===== src/design/pstb_pkg.sv =====
`timescale 1ns / 1ps
// ----------------------------------------------------------------------------
// pstb_pkg
// Shared types and constants of the periodic timer bank.
// ----------------------------------------------------------------------------
package pstb_pkg;

    localparam int SLOTS   = 16;                                // 1 .. 16
    localparam int SLOT_W  = (SLOTS > 1) ? $clog2(SLOTS) : 1;   // slot address
    localparam int CNT_W   = $clog2(SLOTS + 1);                 // 0 .. SLOTS
    localparam int FIRED_W = 16;
    localparam int TIMER_W = 32;

    typedef enum logic [2:0] {
        OP_TICK   = 3'd0,
        OP_CREATE = 3'd1,
        OP_DELETE = 3'd2,
        OP_START  = 3'd3,
        OP_STOP   = 3'd4,
        OP_QUERY  = 3'd5
    } op_t;

    typedef enum logic [1:0] {
        ST_OK   = 2'd0,
        ST_FULL = 2'd1,
        ST_BAD  = 2'd2
    } status_t;

    typedef enum logic [1:0] {
        S_IDLE,
        S_EXEC,
        S_WALK,
        S_DONE
    } state_t;

    // one result item, fired_mask in the lowest bits
    typedef struct packed {
        logic [4:0]         live_count;
        logic               slot_running;
        status_t            status;
        logic [3:0]         created_slot;
        logic [FIRED_W-1:0] fired_mask;
    } res_t;

endpackage


===== src/design/periodic_software_timer_bank_unit.sv =====
`timescale 1ns / 1ps
// ----------------------------------------------------------------------------
// periodic_software_timer_bank_unit
// Bank of periodic timer slots driven by create/delete/start/stop/query/tick.
// ----------------------------------------------------------------------------
//
//  channel | dir | tdata (low bit up)                       | tuser
//  --------+-----+------------------------------------------+-----------
//  s_      | in  | slot_index[3:0], period_ticks[35:4]      | func[2:0]
//  m_      | out | fired_mask[15:0], created_slot[19:16],   | -
//          |     | status[21:20], slot_running[22],         |
//          |     | live_count[27:23]                        |
//
//  Create, delete, start, stop, query and unknown ops: accept, then
//  execute and write the result register.
//  Tick: a walk over the period and count RAMs, one slot read per cycle
//  with write-back in the cycle after the read.
//  Reset: synchronous, active low; clears slot flags and live count. The
//  RAMs hold no reset value; every entry is written by create before use.
//  A new item is taken while the previous result waits on m_tready; that
//  item's execute step holds until the output register frees.
//
module periodic_software_timer_bank_unit import pstb_pkg::*; (
    input  logic        aclk,
    input  logic        aresetn,
    input  logic        s_tvalid,
    output logic        s_tready,
    input  logic [39:0] s_tdata,   // slot_index, period_ticks
    input  logic [2:0]  s_tuser,   // func
    output logic        m_tvalid,
    input  logic        m_tready,
    output logic [31:0] m_tdata    // fired_mask, created_slot, status,
                                   // slot_running, live_count
);

    logic               out_free;
    logic               res_valid;
    res_t               res;

    logic               ram_rd_en;
    logic [SLOT_W-1:0]  ram_rd_addr;
    logic [SLOT_W-1:0]  ram_wr_addr;
    logic               per_we;
    logic [TIMER_W-1:0] per_wdata;
    logic [TIMER_W-1:0] per_rdata;
    logic               cnt_we;
    logic [TIMER_W-1:0] cnt_wdata;
    logic [TIMER_W-1:0] cnt_rdata;

    // output register
    logic               m_tvalid_reg, m_tvalid_next;
    res_t               m_res_reg, m_res_next;

    assign out_free = !m_tvalid_reg || m_tready;

    pstb_ctrl u_ctrl (
        .aclk        (aclk),
        .aresetn     (aresetn),
        .in_valid    (s_tvalid),
        .in_ready    (s_tready),
        .in_func     (s_tuser),
        .in_slot     (s_tdata[3:0]),
        .in_period   (s_tdata[35:4]),
        .out_free    (out_free),
        .res_valid   (res_valid),
        .res         (res),
        .ram_rd_en   (ram_rd_en),
        .ram_rd_addr (ram_rd_addr),
        .ram_wr_addr (ram_wr_addr),
        .per_we      (per_we),
        .per_wdata   (per_wdata),
        .per_rdata   (per_rdata),
        .cnt_we      (cnt_we),
        .cnt_wdata   (cnt_wdata),
        .cnt_rdata   (cnt_rdata)
    );

    // per-slot period
    pstb_ram #(
        .DEPTH (SLOTS),
        .WIDTH (TIMER_W)
    ) u_period_ram (
        .aclk    (aclk),
        .rd_en   (ram_rd_en),
        .rd_addr (ram_rd_addr),
        .rd_data (per_rdata),
        .wr_en   (per_we),
        .wr_addr (ram_wr_addr),
        .wr_data (per_wdata)
    );

    // per-slot running count
    pstb_ram #(
        .DEPTH (SLOTS),
        .WIDTH (TIMER_W)
    ) u_count_ram (
        .aclk    (aclk),
        .rd_en   (ram_rd_en),
        .rd_addr (ram_rd_addr),
        .rd_data (cnt_rdata),
        .wr_en   (cnt_we),
        .wr_addr (ram_wr_addr),
        .wr_data (cnt_wdata)
    );

    always_comb begin
        m_tvalid_next = m_tvalid_reg;
        m_res_next    = m_res_reg;
        if (res_valid) begin
            m_tvalid_next = 1'b1;
            m_res_next    = res;
        end else if (m_tready) begin
            m_tvalid_next = 1'b0;
        end
    end

    always_ff @(posedge aclk) begin
        if (!aresetn) begin
            m_tvalid_reg <= 1'b0;
        end else begin
            m_tvalid_reg <= m_tvalid_next;
        end
    end

    always_ff @(posedge aclk) begin
        m_res_reg <= m_res_next;
    end

    assign m_tvalid = m_tvalid_reg;
    assign m_tdata  = {4'b0000, m_res_reg};

`ifndef NO_ASSERTIONS
    // a result is only produced when the output register can take it
    a_res_room: assert property (@(posedge aclk) disable iff (!aresetn)
        res_valid |-> out_free)
        else $error("result produced while output register is full");

    // one item in flight: no accept right after an accept
    a_one_item: assert property (@(posedge aclk) disable iff (!aresetn)
        (s_tvalid && s_tready) |=> !s_tready)
        else $error("item accepted while another is in flight");

    // a tick walks the RAMs, so no result in the cycle after its accept
    a_tick_walks: assert property (@(posedge aclk) disable iff (!aresetn)
        (s_tvalid && s_tready && (s_tuser == OP_TICK)) |=> !res_valid)
        else $error("tick result without walking the slots");

    // a full bank means every slot is counted live
    a_full_count: assert property (@(posedge aclk) disable iff (!aresetn)
        (res_valid && (res.status == ST_FULL)) |-> (res.live_count == 5'(SLOTS)))
        else $error("bank full reported with live count below slot count");
`endif

endmodule


===== src/design/pstb_ram.sv =====
`timescale 1ns / 1ps
// ----------------------------------------------------------------------------
// pstb_ram
// Simple dual-port RAM, one write and one registered read port.
// ----------------------------------------------------------------------------
module pstb_ram #(
    parameter int DEPTH = 16,
    parameter int WIDTH = 32
) (
    input  logic                                    aclk,
    input  logic                                    rd_en,
    input  logic [((DEPTH > 1) ? $clog2(DEPTH) : 1)-1:0] rd_addr,
    output logic [WIDTH-1:0]                        rd_data,
    input  logic                                    wr_en,
    input  logic [((DEPTH > 1) ? $clog2(DEPTH) : 1)-1:0] wr_addr,
    input  logic [WIDTH-1:0]                        wr_data
);

    logic [WIDTH-1:0] mem [DEPTH];
    logic [WIDTH-1:0] rd_data_reg;

    always_ff @(posedge aclk) begin
        if (wr_en) begin
            mem[wr_addr] <= wr_data;
        end
    end

    always_ff @(posedge aclk) begin
        if (rd_en) begin
            rd_data_reg <= mem[rd_addr];
        end
    end

    assign rd_data = rd_data_reg;

endmodule


===== src/design/pstb_ctrl.sv =====
`timescale 1ns / 1ps
// ----------------------------------------------------------------------------
// pstb_ctrl
// Operation sequencer: slot flags, live count and the tick walk over the RAMs.
// ----------------------------------------------------------------------------
module pstb_ctrl import pstb_pkg::*; (
    input  logic               aclk,
    input  logic               aresetn,
    // item in
    input  logic               in_valid,
    output logic               in_ready,
    input  logic [2:0]         in_func,
    input  logic [3:0]         in_slot,
    input  logic [TIMER_W-1:0] in_period,
    // result out
    input  logic               out_free,
    output logic               res_valid,
    output res_t               res,
    // RAM side
    output logic               ram_rd_en,
    output logic [SLOT_W-1:0]  ram_rd_addr,
    output logic [SLOT_W-1:0]  ram_wr_addr,
    output logic               per_we,
    output logic [TIMER_W-1:0] per_wdata,
    input  logic [TIMER_W-1:0] per_rdata,
    output logic               cnt_we,
    output logic [TIMER_W-1:0] cnt_wdata,
    input  logic [TIMER_W-1:0] cnt_rdata
);

    state_t             state_reg, state_next;
    logic [2:0]         func_reg, func_next;
    logic [3:0]         slot_reg, slot_next;
    logic [TIMER_W-1:0] period_reg, period_next;
    logic [SLOTS-1:0]   used_reg, used_next;
    logic [SLOTS-1:0]   en_reg, en_next;
    logic [CNT_W-1:0]   total_reg, total_next;
    logic [CNT_W-1:0]   rd_cnt_reg, rd_cnt_next;
    logic               p_valid_reg, p_valid_next;
    logic [SLOT_W-1:0]  p_idx_reg, p_idx_next;
    logic [FIRED_W-1:0] fired_reg, fired_next;

    logic [SLOT_W-1:0]  slot_w;
    logic               slot_ok;
    logic [SLOT_W-1:0]  free_idx;
    logic               all_used;
    logic               walk_end;
    logic [TIMER_W-1:0] cnt_inc;
    logic               hit;

    assign slot_w   = SLOT_W'(slot_reg);
    assign slot_ok  = (int'(slot_reg) < SLOTS) && used_reg[slot_w];
    assign all_used = &used_reg;
    assign walk_end = (rd_cnt_reg == CNT_W'(SLOTS));
    assign cnt_inc  = cnt_rdata + TIMER_W'(1);
    assign hit      = (cnt_inc == per_rdata);

    // lowest free slot
    always_comb begin
        free_idx = '0;
        for (int i = SLOTS - 1; i >= 0; i--) begin
            if (!used_reg[i]) begin
                free_idx = SLOT_W'(i);
            end
        end
    end

    // next state
    always_comb begin
        state_next = state_reg;
        case (state_reg)
            S_IDLE: begin
                if (in_valid) begin
                    state_next = (in_func == OP_TICK) ? S_WALK : S_EXEC;
                end
            end
            S_EXEC: begin
                if (out_free) begin
                    state_next = S_IDLE;
                end
            end
            S_WALK: begin
                if (walk_end) begin
                    state_next = S_DONE;
                end
            end
            S_DONE: begin
                if (out_free) begin
                    state_next = S_IDLE;
                end
            end
            default: state_next = S_IDLE;
        endcase
    end

    // outputs and datapath
    always_comb begin
        in_ready     = (state_reg == S_IDLE);
        func_next    = func_reg;
        slot_next    = slot_reg;
        period_next  = period_reg;
        used_next    = used_reg;
        en_next      = en_reg;
        total_next   = total_reg;
        rd_cnt_next  = rd_cnt_reg;
        p_valid_next = 1'b0;
        p_idx_next   = p_idx_reg;
        fired_next   = fired_reg;
        res_valid    = 1'b0;
        res          = '0;
        res.status   = ST_OK;
        ram_rd_en    = 1'b0;
        ram_rd_addr  = rd_cnt_reg[SLOT_W-1:0];
        ram_wr_addr  = slot_w;
        per_we       = 1'b0;
        per_wdata    = period_reg;
        cnt_we       = 1'b0;
        cnt_wdata    = '0;

        case (state_reg)
            S_IDLE: begin
                if (in_valid) begin
                    func_next   = in_func;
                    slot_next   = in_slot;
                    period_next = in_period;
                    rd_cnt_next = '0;
                    fired_next  = '0;
                end
            end
            S_EXEC: begin
                if (out_free) begin
                    res_valid = 1'b1;
                    case (func_reg)
                        OP_CREATE: begin
                            if (!all_used) begin
                                used_next[free_idx] = 1'b1;
                                en_next[free_idx]   = 1'b0;
                                total_next          = total_reg + CNT_W'(1);
                                ram_wr_addr         = free_idx;
                                per_we              = 1'b1;
                                cnt_we              = 1'b1;
                                res.created_slot    = 4'(free_idx);
                            end else begin
                                res.status = ST_FULL;
                            end
                        end
                        OP_DELETE: begin
                            if (slot_ok) begin
                                used_next[slot_w] = 1'b0;
                                en_next[slot_w]   = 1'b0;
                                total_next        = total_reg - CNT_W'(1);
                            end else begin
                                res.status = ST_BAD;
                            end
                        end
                        OP_START: begin
                            if (slot_ok) begin
                                en_next[slot_w]  = 1'b1;
                                res.slot_running = 1'b1;
                            end else begin
                                res.status = ST_BAD;
                            end
                        end
                        OP_STOP: begin
                            if (slot_ok) begin
                                en_next[slot_w] = 1'b0;
                                cnt_we          = 1'b1;
                            end else begin
                                res.status = ST_BAD;
                            end
                        end
                        OP_QUERY: begin
                            if (slot_ok) begin
                                res.slot_running = en_reg[slot_w];
                            end else begin
                                res.status = ST_BAD;
                            end
                        end
                        default: res.status = ST_BAD;
                    endcase
                    res.live_count = 5'(total_next);
                end
            end
            S_WALK: begin
                // read slot n while slot n-1 is written back
                if (!walk_end) begin
                    ram_rd_en    = 1'b1;
                    rd_cnt_next  = rd_cnt_reg + CNT_W'(1);
                    p_valid_next = 1'b1;
                    p_idx_next   = rd_cnt_reg[SLOT_W-1:0];
                end
                if (p_valid_reg && used_reg[p_idx_reg] && en_reg[p_idx_reg]) begin
                    ram_wr_addr = p_idx_reg;
                    cnt_we      = 1'b1;
                    cnt_wdata   = hit ? '0 : cnt_inc;
                    if (hit) begin
                        fired_next = fired_reg | (FIRED_W'(1) << p_idx_reg);
                    end
                end
            end
            S_DONE: begin
                if (out_free) begin
                    res_valid      = 1'b1;
                    res.fired_mask = fired_reg;
                    res.live_count = 5'(total_reg);
                end
            end
            default: ;
        endcase
    end

    always_ff @(posedge aclk) begin
        if (!aresetn) begin
            state_reg   <= S_IDLE;
            used_reg    <= '0;
            en_reg      <= '0;
            total_reg   <= '0;
            p_valid_reg <= 1'b0;
        end else begin
            state_reg   <= state_next;
            used_reg    <= used_next;
            en_reg      <= en_next;
            total_reg   <= total_next;
            p_valid_reg <= p_valid_next;
        end
    end

    always_ff @(posedge aclk) begin
        func_reg   <= func_next;
        slot_reg   <= slot_next;
        period_reg <= period_next;
        rd_cnt_reg <= rd_cnt_next;
        p_idx_reg  <= p_idx_next;
        fired_reg  <= fired_next;
    end

endmodule

===== config.mk =====
export PLATFORM = sky130hd
export DESIGN_NAME = periodic_software_timer_bank_unit
export DESIGN_NICKNAME = d
export VERILOG_FILES = /design/src/design/pstb_pkg.sv /design/src/design/periodic_software_timer_bank_unit.sv /design/src/design/pstb_ram.sv /design/src/design/pstb_ctrl.sv
export SDC_FILE = /design/constraint.sdc
export NUM_CORES = 1
export LEC_CHECK = 0
export BUFFER_PORTS_ARGS = -buffer_cell sky130_fd_sc_hd__buf_2
export CORE_ASPECT_RATIO = 1.4
export CORE_MARGIN = 3
export CORE_UTILIZATION = 40
export DETAILED_ROUTE_END_ITERATION = 8
export PLACE_DENSITY = 0.61
export SLEW_MARGIN = 15
export SYNTH_ARGS = -nofsm -noshare
export SYNTH_HDL_FRONTEND = slang
export SYNTH_HIERARCHICAL = 1
export SYNTH_SLANG_ARGS = --single-unit

===== constraint.sdc =====
create_clock -name aclk -period 15.2 [get_ports aclk]
set_input_delay 2.28 -clock aclk [delete_from_list [all_inputs] [get_ports aclk]]
set_output_delay 2.28 -clock aclk [all_outputs]
set_load 0.005 [all_outputs]

==> results of run 1 <==
==> cells in the mapped netlist, types with 26 or more instances <==
cell type	count	area, um^2
edfxtp_1	1180	35400
nand2_1	158	593
a22oi_1	131	983
clkbuf_1	72	270
buf_4	28	210
nand3_1	34	170
nor3_1	58	290
dfxtp_1	41	821
a21oi_1	33	165
inv_1	26	97.6
mux4_2	271	6100
o21ai_0	32	160
xnor2_1	33	289
nor2_1	133	499
nand4_1	27	169
==> per-layer routing <==
layer / part of all wire (%) / up-vias / wire length [um] / track usage [%]
li1: - / 10700 / - / -
met1: 37 / 13100 / 42900 / 22.0
met2: 54 / 826 / 62700 / 33.6
met3: 5.1 / 205 / 5910 / 2.40
met4: 3.2 / 2 / 3680 / 6.55
met5: 0.0061 / - / 7 / 0
==> logic make-up (layout without fill, tap and decap cells) <==
logic type      after synthesis  after routing  share of synthesized area [%]
flops                      1221           1221                           74.4
mux                         274            274                           12.6
compound gates              291            291                           4.28
xor+xnor                     61             61                           1.21
buf+inv                     173            365                           1.65
fa+ha+maj                    10             10                          0.257
other cells                   1              4                        0.00769
simple gates                549            549                           5.63
==> layout by cell type, fill, tap and decap left out, drive strengths merged, types with 33 or more instances in the layout <==
cell type  synthesis  layout
xnor2             33      33
edfxtp          1180    1180
buf               75     140
nand3             35      35
clkbuf            72     125
nor3              68      68
dfxtp             41      41
nor2             133     133
nand2            158     158
clkinv             0      45
a21oi             33      33
a22oi            131     131
mux4             271     271
==> path summary, 6_finish.rpt <==
kind	slack [ns]	to	cells after the start	startpoint
min	0.53	u_ctrl/en_reg[12]$_SDFFE_PN0P_	2	u_ctrl/en_reg[12]$_SDFFE_PN0P_
min reg2reg	0.53	u_ctrl/en_reg[12]$_SDFFE_PN0P_	2	u_ctrl/en_reg[12]$_SDFFE_PN0P_
max	10.0	u_count_ram/mem[9][6]$_DFFE_PP_	11	m_tready
max reg2reg	10.17	u_count_ram/mem[9][6]$_DFFE_PP_	11	u_ctrl/p_idx_reg[0]$_DFFE_PP_
==> cell type report <==
type,count,area share (%)
Clock buffer,125,5.13
Clock inverter,74,1.59
Inverter,26,0.177
Multi-Input combinational cell,1189,21.9
Sequential cell,1221,65.9
Tap cell,1596,3.63
Timing Repair Buffer,140,1.67
==> stage by stage <==
stage	hold WS (ns)	cell area, um^2	std cells
6_report	0.534	55000	4371
5_1_grt	0.559	55000	4371
4_1_cts	0.532	54900	4369
3_5_place_dp	0.523	51200	4170
3_3_place_gp	0.503	51200	4170
2_1_floorplan	0.475	48800	2583
==> worst max-delay path: cells and delay by family <==
kind	cells	cell delay (ns)
AO/OA/AOI/OAI	2	0.77
buffers and inverters	3	0.90
AND/OR/NAND/NOR	6	1.51
==> report_power, final <==
part           leakage [nW]  switching, W  internal (W)
logic                  4.34       0.00113      0.000769
registers              12.2      0.000255       0.00401
clock network          1.78       0.00121       0.00162
==> summary.txt, run 1 <==
Placement
  • Placer Congestion: 0.877
  • Worst slack at placement: 9.29 ns
  • Detail Placement HPWL: 61,800 um
  • IO buf count: 72

Clocking
  • Cts hold-fix bufs: 0
  • Postcts setup bufs: 0
  • CTS Root Cell: clkbuf_16
  • TritonCTS Sinks: 1,221
  • Post_cts resized: 0
  • Total CTS buffers: 109
  • CTS tree: yes
  • Clock Latency Late Sink: 0.72 ns
  • Clock-pin slew on the worst setup and hold paths: 0.06 ns
  • # H-tree levels: 3
  • Max Root-Sink Buffers: 3

Layout
  • Layout cells sized above 1: 23.6%
  • Area of the multi-input gates: 0.0120 mm^2
  • Regs by FF count: u_count_ram/mem x512, u_period_ram/mem x512
  • Reg area: 0.0363 mm^2
  • Final design utilization: 45.8%
  • Fillcell total: 10.2k
  • Diode count: 0
  • Synth-to-Final Area Change: 12.8%
  • Final #Nets: 2,744

Power
  • Overall power: 0.00900 W
  • Power Density: 164 mW/mm^2
  • Maximum vdd drop: 0.000127 V
  • Lkg Pwr: 18.3 nW

Drt
  • DRT Wirelength: 115,000 um
  • Antenna viol nets, final: 0
  • Post-route DRC: 0
  • Via count: 24.8k
  • Vias per cell: 5.68
  • Drt first-iter violations: 2,177
  • Wire per inst: 26.4 um
  • DRT Pass-1 Iters: 5

Timing
  • Unrepaired setup endpoints after global routing: no
  • Fmax: 192 MHz
  • Final setup fails: 0
  • Hold Fails Final Rpt: 0
  • Setup Skew: 0.0483 ns
  • Minimum clock period after layout: 5.20 ns
  • Final Slew Violations: 0
  • Setup TNS: 0 ns
  • Worst-Margin Slew: 1.12 ns
  • Final worst path period share: 34.2%
  • Min setup slack post-route: 10.0 ns
  • Max_slew headroom: 24.4%

Synth
  • Ys flop type: edfxtp_1
  • Ys async rst share: 0%
  • Syn Inst Count: 2,580
  • Sequential-to-total area share from yosys stat: 74.4%
  • Syn_area_per_cell: 18.9 um^2
  • Cell Area, Synth: 0.0487 mm^2
  • Ys Warns: 6
  • Post-synth EDFFs: 1,180
  • Yosys reg bits: 1,221
  • Synth cell types: 77

Worst setup path
  • Worst EP required: 15.55 ns
  • Worst path cell trace: buf_2 > nand2b_4 > and2_1 > nand2_1 > inv_1 > nand2_1 > a21oi_1 > a21o_1 > nand2b_1 > nor2_4 > buf_4
  • CP Class: primary input to flop
  • Crit-path slowest cell: buf_4
  • Crit-path max FO: 32
  • Worst path most repeated cell: nand2_1
  • Crit start category: primary input
  • WP data arrival: 5.55 ns
  • Crit-path max cell delay: 0.61 ns
  • Crit. End Element: flop

Floorplan
  • Ports: 81
  • Die height: 419 um
  • CORE AREA: 0.120 mm^2
  • Initial Utilization: 40.6%
  • Row count: 150
  • Die width: 301 um
  • DIE AREA: 0.126 mm^2

GRT
  • Initial antenna violation count: 3
  • Grt total ovfl: 0
  • Largest net degree at the start of global routing: 137
  • All-Layer GR Usage: 18.3%
  • Vias in the first global route: 26.2k
  • First-pass GRT wire length: 170,000 um

Outcome
  • Status: completed

Hold path
  • Hold Path Class: flop to flop

Run
  • Max Cap Viol: 0
(Power assumes the default switching activity.)
==> run 2, diff against run 1 <==
--- a/config.mk
+++ b/config.mk
@@ -10,7 +10,7 @@
 export CORE_MARGIN = 3
 export CORE_UTILIZATION = 40
 export DETAILED_ROUTE_END_ITERATION = 8
-export PLACE_DENSITY = 0.61
+export PLACE_DENSITY = 0.63
 export SLEW_MARGIN = 15
 export SYNTH_ARGS = -nofsm -noshare
 export SYNTH_HDL_FRONTEND = slang
==> constraint.sdc (replaced) <==
create_clock -name aclk -period 4.7 [get_ports aclk]
set_input_delay 0.705 -clock aclk [delete_from_list [all_inputs] [get_ports aclk]]
set_output_delay 0.705 -clock aclk [all_outputs]
set_load 0.005 [all_outputs]
==> run 2 against run 1 <==
  * Sequential cell count unchanged
  * Critical path depth down 2
  * Sequential power rose to 3.2 times the previous value
  * Global-route usage up 0.41 points
  * Combinational power rose to 3.4 times the previous value
  * Highest routed layer is now met4
  * Sequential share of layout area down 0.84 points
  * Clock skew down 0.013 ns
  * Via count up 1.6%
  * Clock power rose to 3.2 times the previous value
  * Hold slack worse by 0.39 ns
  * Clock-buffer cell count down 5
  * Wire length up 0.97%
==> summary.txt, run 2 (synthesized netlist as in run 1, its figures left out) <==
GRT
  • Met3 Track Usage GR: 2.26% (-0.14 points)
  • Initial antenna violation count: 2 (-1)
  • Grt total ovfl: 0 (unchanged)
  • GRT met1 Usage: 22.7% (+0.68 points)
  • Vias in the first global route: 26.6k (+1.4%)
  • First-pass GRT wire length: 175,000 um (+2.6%)
  • Largest net degree at the start of global routing: 94 (-31%)
  • Met2 Resource Use GR: 33.9% (+0.23 points)
  • All-Layer GR Usage: 18.8% (+0.41 points)
  • Top Usage Layer GRT: met2

Timing
  • Worst-Margin Slew: 1.14 ns (+0.0196 ns)
  • Worst hold margin: 0.147 ns (-0.386 ns)
  • Setup Skew: 0.0357 ns (-0.0127 ns)
  • Max_slew headroom: 23.9% (-0.52 points)
  • Hold Fails Final Rpt: 0 (unchanged)
  • Final setup fails: 0 (unchanged)
  • Fmax: 219 MHz
  • Unrepaired setup endpoints after global routing: no
  • Minimum clock period after layout: 4.56 ns
  • Final worst path period share: 97.1%
  • Final Slew Violations: 0 (unchanged)

Power
  • Power Density: 525 mW/mm^2 (+220%)
  • Lkg Pwr: 18.6 nW (+1.8%)
  • Maximum vdd drop: 0.000593 V (+370%)

Layout
  • Non-Filler Instances: 4,431 (+1.4%)
  • Regs by FF count: u_count_ram/mem x512, u_period_ram/mem x512
  • Most common cell after layout, fill and taps aside: edfxtp_1
  • Most frequent cells in the layout: 1,180 x edfxtp_1, 271 x mux4_2, 157 x nand2_1
  • Final #Nets: 2,798 (+2.0%)
  • Cell area after layout: 0.0557 mm^2 (+1.3%)
  • Layout cells sized above 1: 25.3% (+1.7 points)
  • Synth-to-Final Area Change: 14.3%

Worst setup path
  • Crit-path slowest cell: nor4bb_1
  • Worst EP required: 5.09 ns (-10.46 ns)
  • Launch point of the worst reg-to-reg path: u_count_ram/rd_data[10]$_DFFE_PP_
  • Crit-path max cell delay: 0.68 ns (+0.07 ns)
  • Reg2reg end: u_ctrl/fired_reg[7]$_SDFFCE_PN0P_
  • CP Class: flop to flop
  • Buf/Inv on CP: 1 (-2)
  • R2R cell count: 9 (-2)
  • Worst path cell trace: nand3_1 > nor3_1 > nand4_1 > a31o_2 > nor4bb_1 > nand4_1 > or4_1 > a21oi_1 > buf_4
  • Top delay family on crit path: simple AND/OR/NAND/NOR gates
  • Crit-path max FO: 16 (-50%)
  • Crit. End Element: flop
  • Crit start category: flop
  • Worst path most repeated cell: nand4_1
  • Flop2flop setup slack: 0.14 ns (-10.03 ns)
  • WP data arrival: 4.96 ns (-0.59 ns)

Drt
  • Antenna viol nets, final: 0 (unchanged)
  • DRT Wirelength: 116,000 um (+0.97%)
  • Post-route DRC: 0 (unchanged)
  • Vias per cell: 5.69 (+0.25%)
  • DRT Pass-1 Iters: 6 (+1)
  • Via count: 25.2k (+1.6%)
  • Wire per inst: 26.3 um (-0.40%)
  • Drt first-iter violations: 2,345 (+7.7%)

Clocking
  • # H-tree levels: 3 (unchanged)
  • Cts hold-fix bufs: 0 (unchanged)
  • CTS Root Cell: clkbuf_16
  • Postcts setup bufs: 0 (unchanged)
  • TritonCTS Sinks: 1,221 (unchanged)
  • Max Root-Sink Buffers: 3 (unchanged)
  • Post_cts resized: 0 (unchanged)
  • Clock Latency Late Sink: 0.73 ns (about the same)
  • CTS tree: yes
  • Total CTS buffers: 107 (-1.8%)
  • Clock-pin slew on the worst setup and hold paths: 0.07 ns (about the same)

Placement
  • Placed cell count: 4,228 (+1.4%)
  • Detail Placement HPWL: 69,700 um (+13%)
  • IO buf count: 72 (unchanged)
  • Placer Congestion: 0.908 (+3.5%)
  • Cell Area, Placed: 0.0520 mm^2 (+1.5%)

Hold path
  • Worst Min Path Start: s_tdata[5]
  • Endpoint, Worst Hold: u_ctrl/per_wdata[1]$_DFFE_PP_
  • Hold Path Stages: 1 (-1)
  • Hold Path Class: primary input to flop

Floorplan
  • Ports: 81 (unchanged)
  • Initial Utilization: 40.6% (unchanged)
  • Die width: 301 um (unchanged)
  • CORE AREA: 0.120 mm^2 (unchanged)
  • Die height: 419 um (unchanged)
  • DIE AREA: 0.126 mm^2 (unchanged)
  • Row count: 150 (unchanged)

Run
  • Max Cap Viol: 0 (unchanged)

Outcome
  • Status: completed
==> run 2: cell count changes in the layout (fill, tap and decap cells not counted), sizes merged <==
cell	change
diode	+1
clkinvlp	+5
clkbuf	-5
bufinv	-2
clkinv	+6
inv	-1
buf	+56
==> run 2: through the flow <==
stage          setup slack (ns)  power [W]  util [%]  TNS (ns)
2_1_floorplan            -0.709     0.0181         -   -120.36
6_report                  0.138     0.0292      46.4         0
5_1_grt                   0.109     0.0305      46.4         0
3_3_place_gp              0.179     0.0204      43.3         0
4_1_cts                   0.180     0.0296      46.3         0
3_5_place_dp              0.222     0.0205      43.3         0
==> run 2: cell type report <==
type,instances,area (um^2)
clock buffer,120,2730
clock inverter,82,921
sequential,1221,36300
antenna,1,2.50
fill,10000,64400
inverter,26,97.6
tap,1596,2000
multi-input combinational,1189,12000
timing repair buffer,196,1670
==> run 2: how the worst max path moves through the flow <==
stage | start | endpoint | slack (ns) | depth (start not counted)
finish | u_count_ram/rd_data[10]$_DFFE_PP_ | u_ctrl/fired_reg[7]$_SDFFCE_PN0P_ | 0.14 | 9
global route | u_count_ram/rd_data[10]$_DFFE_PP_ | u_ctrl/fired_reg[5]$_SDFFCE_PN0P_ | 0.11 | 9
CTS | u_count_ram/rd_data[10]$_DFFE_PP_ | u_ctrl/fired_reg[7]$_SDFFCE_PN0P_ | 0.18 | 9
detailed placement | u_count_ram/rd_data[10]$_DFFE_PP_ | u_ctrl/fired_reg[7]$_SDFFCE_PN0P_ | 0.22 | 9
global placement | u_count_ram/rd_data[10]$_DFFE_PP_ | u_ctrl/fired_reg[3]$_SDFFCE_PN0P_ | 0.18 | 9
floorplan | u_ctrl/p_idx_reg[0]$_DFFE_PP_ | u_period_ram/mem[4][0]$_DFFE_PP_ | -0.71 | 9
==> run 2: routing by layer <==
layer | wire [um] | vias up
met4 | 4430 | 0
met1 | 44200 | 13300
li1 | - | 10900
met2 | 62600 | 821
met3 | 5120 | 221
met5 | 0 | -
==> run 2: power by group <==
part | switching (W) | internal, W
Clock | 0.00398 | 0.00505
Combinational | 0.00385 | 0.00262
Sequential | 0.000763 | 0.0130
Total | 0.00860 | 0.0206
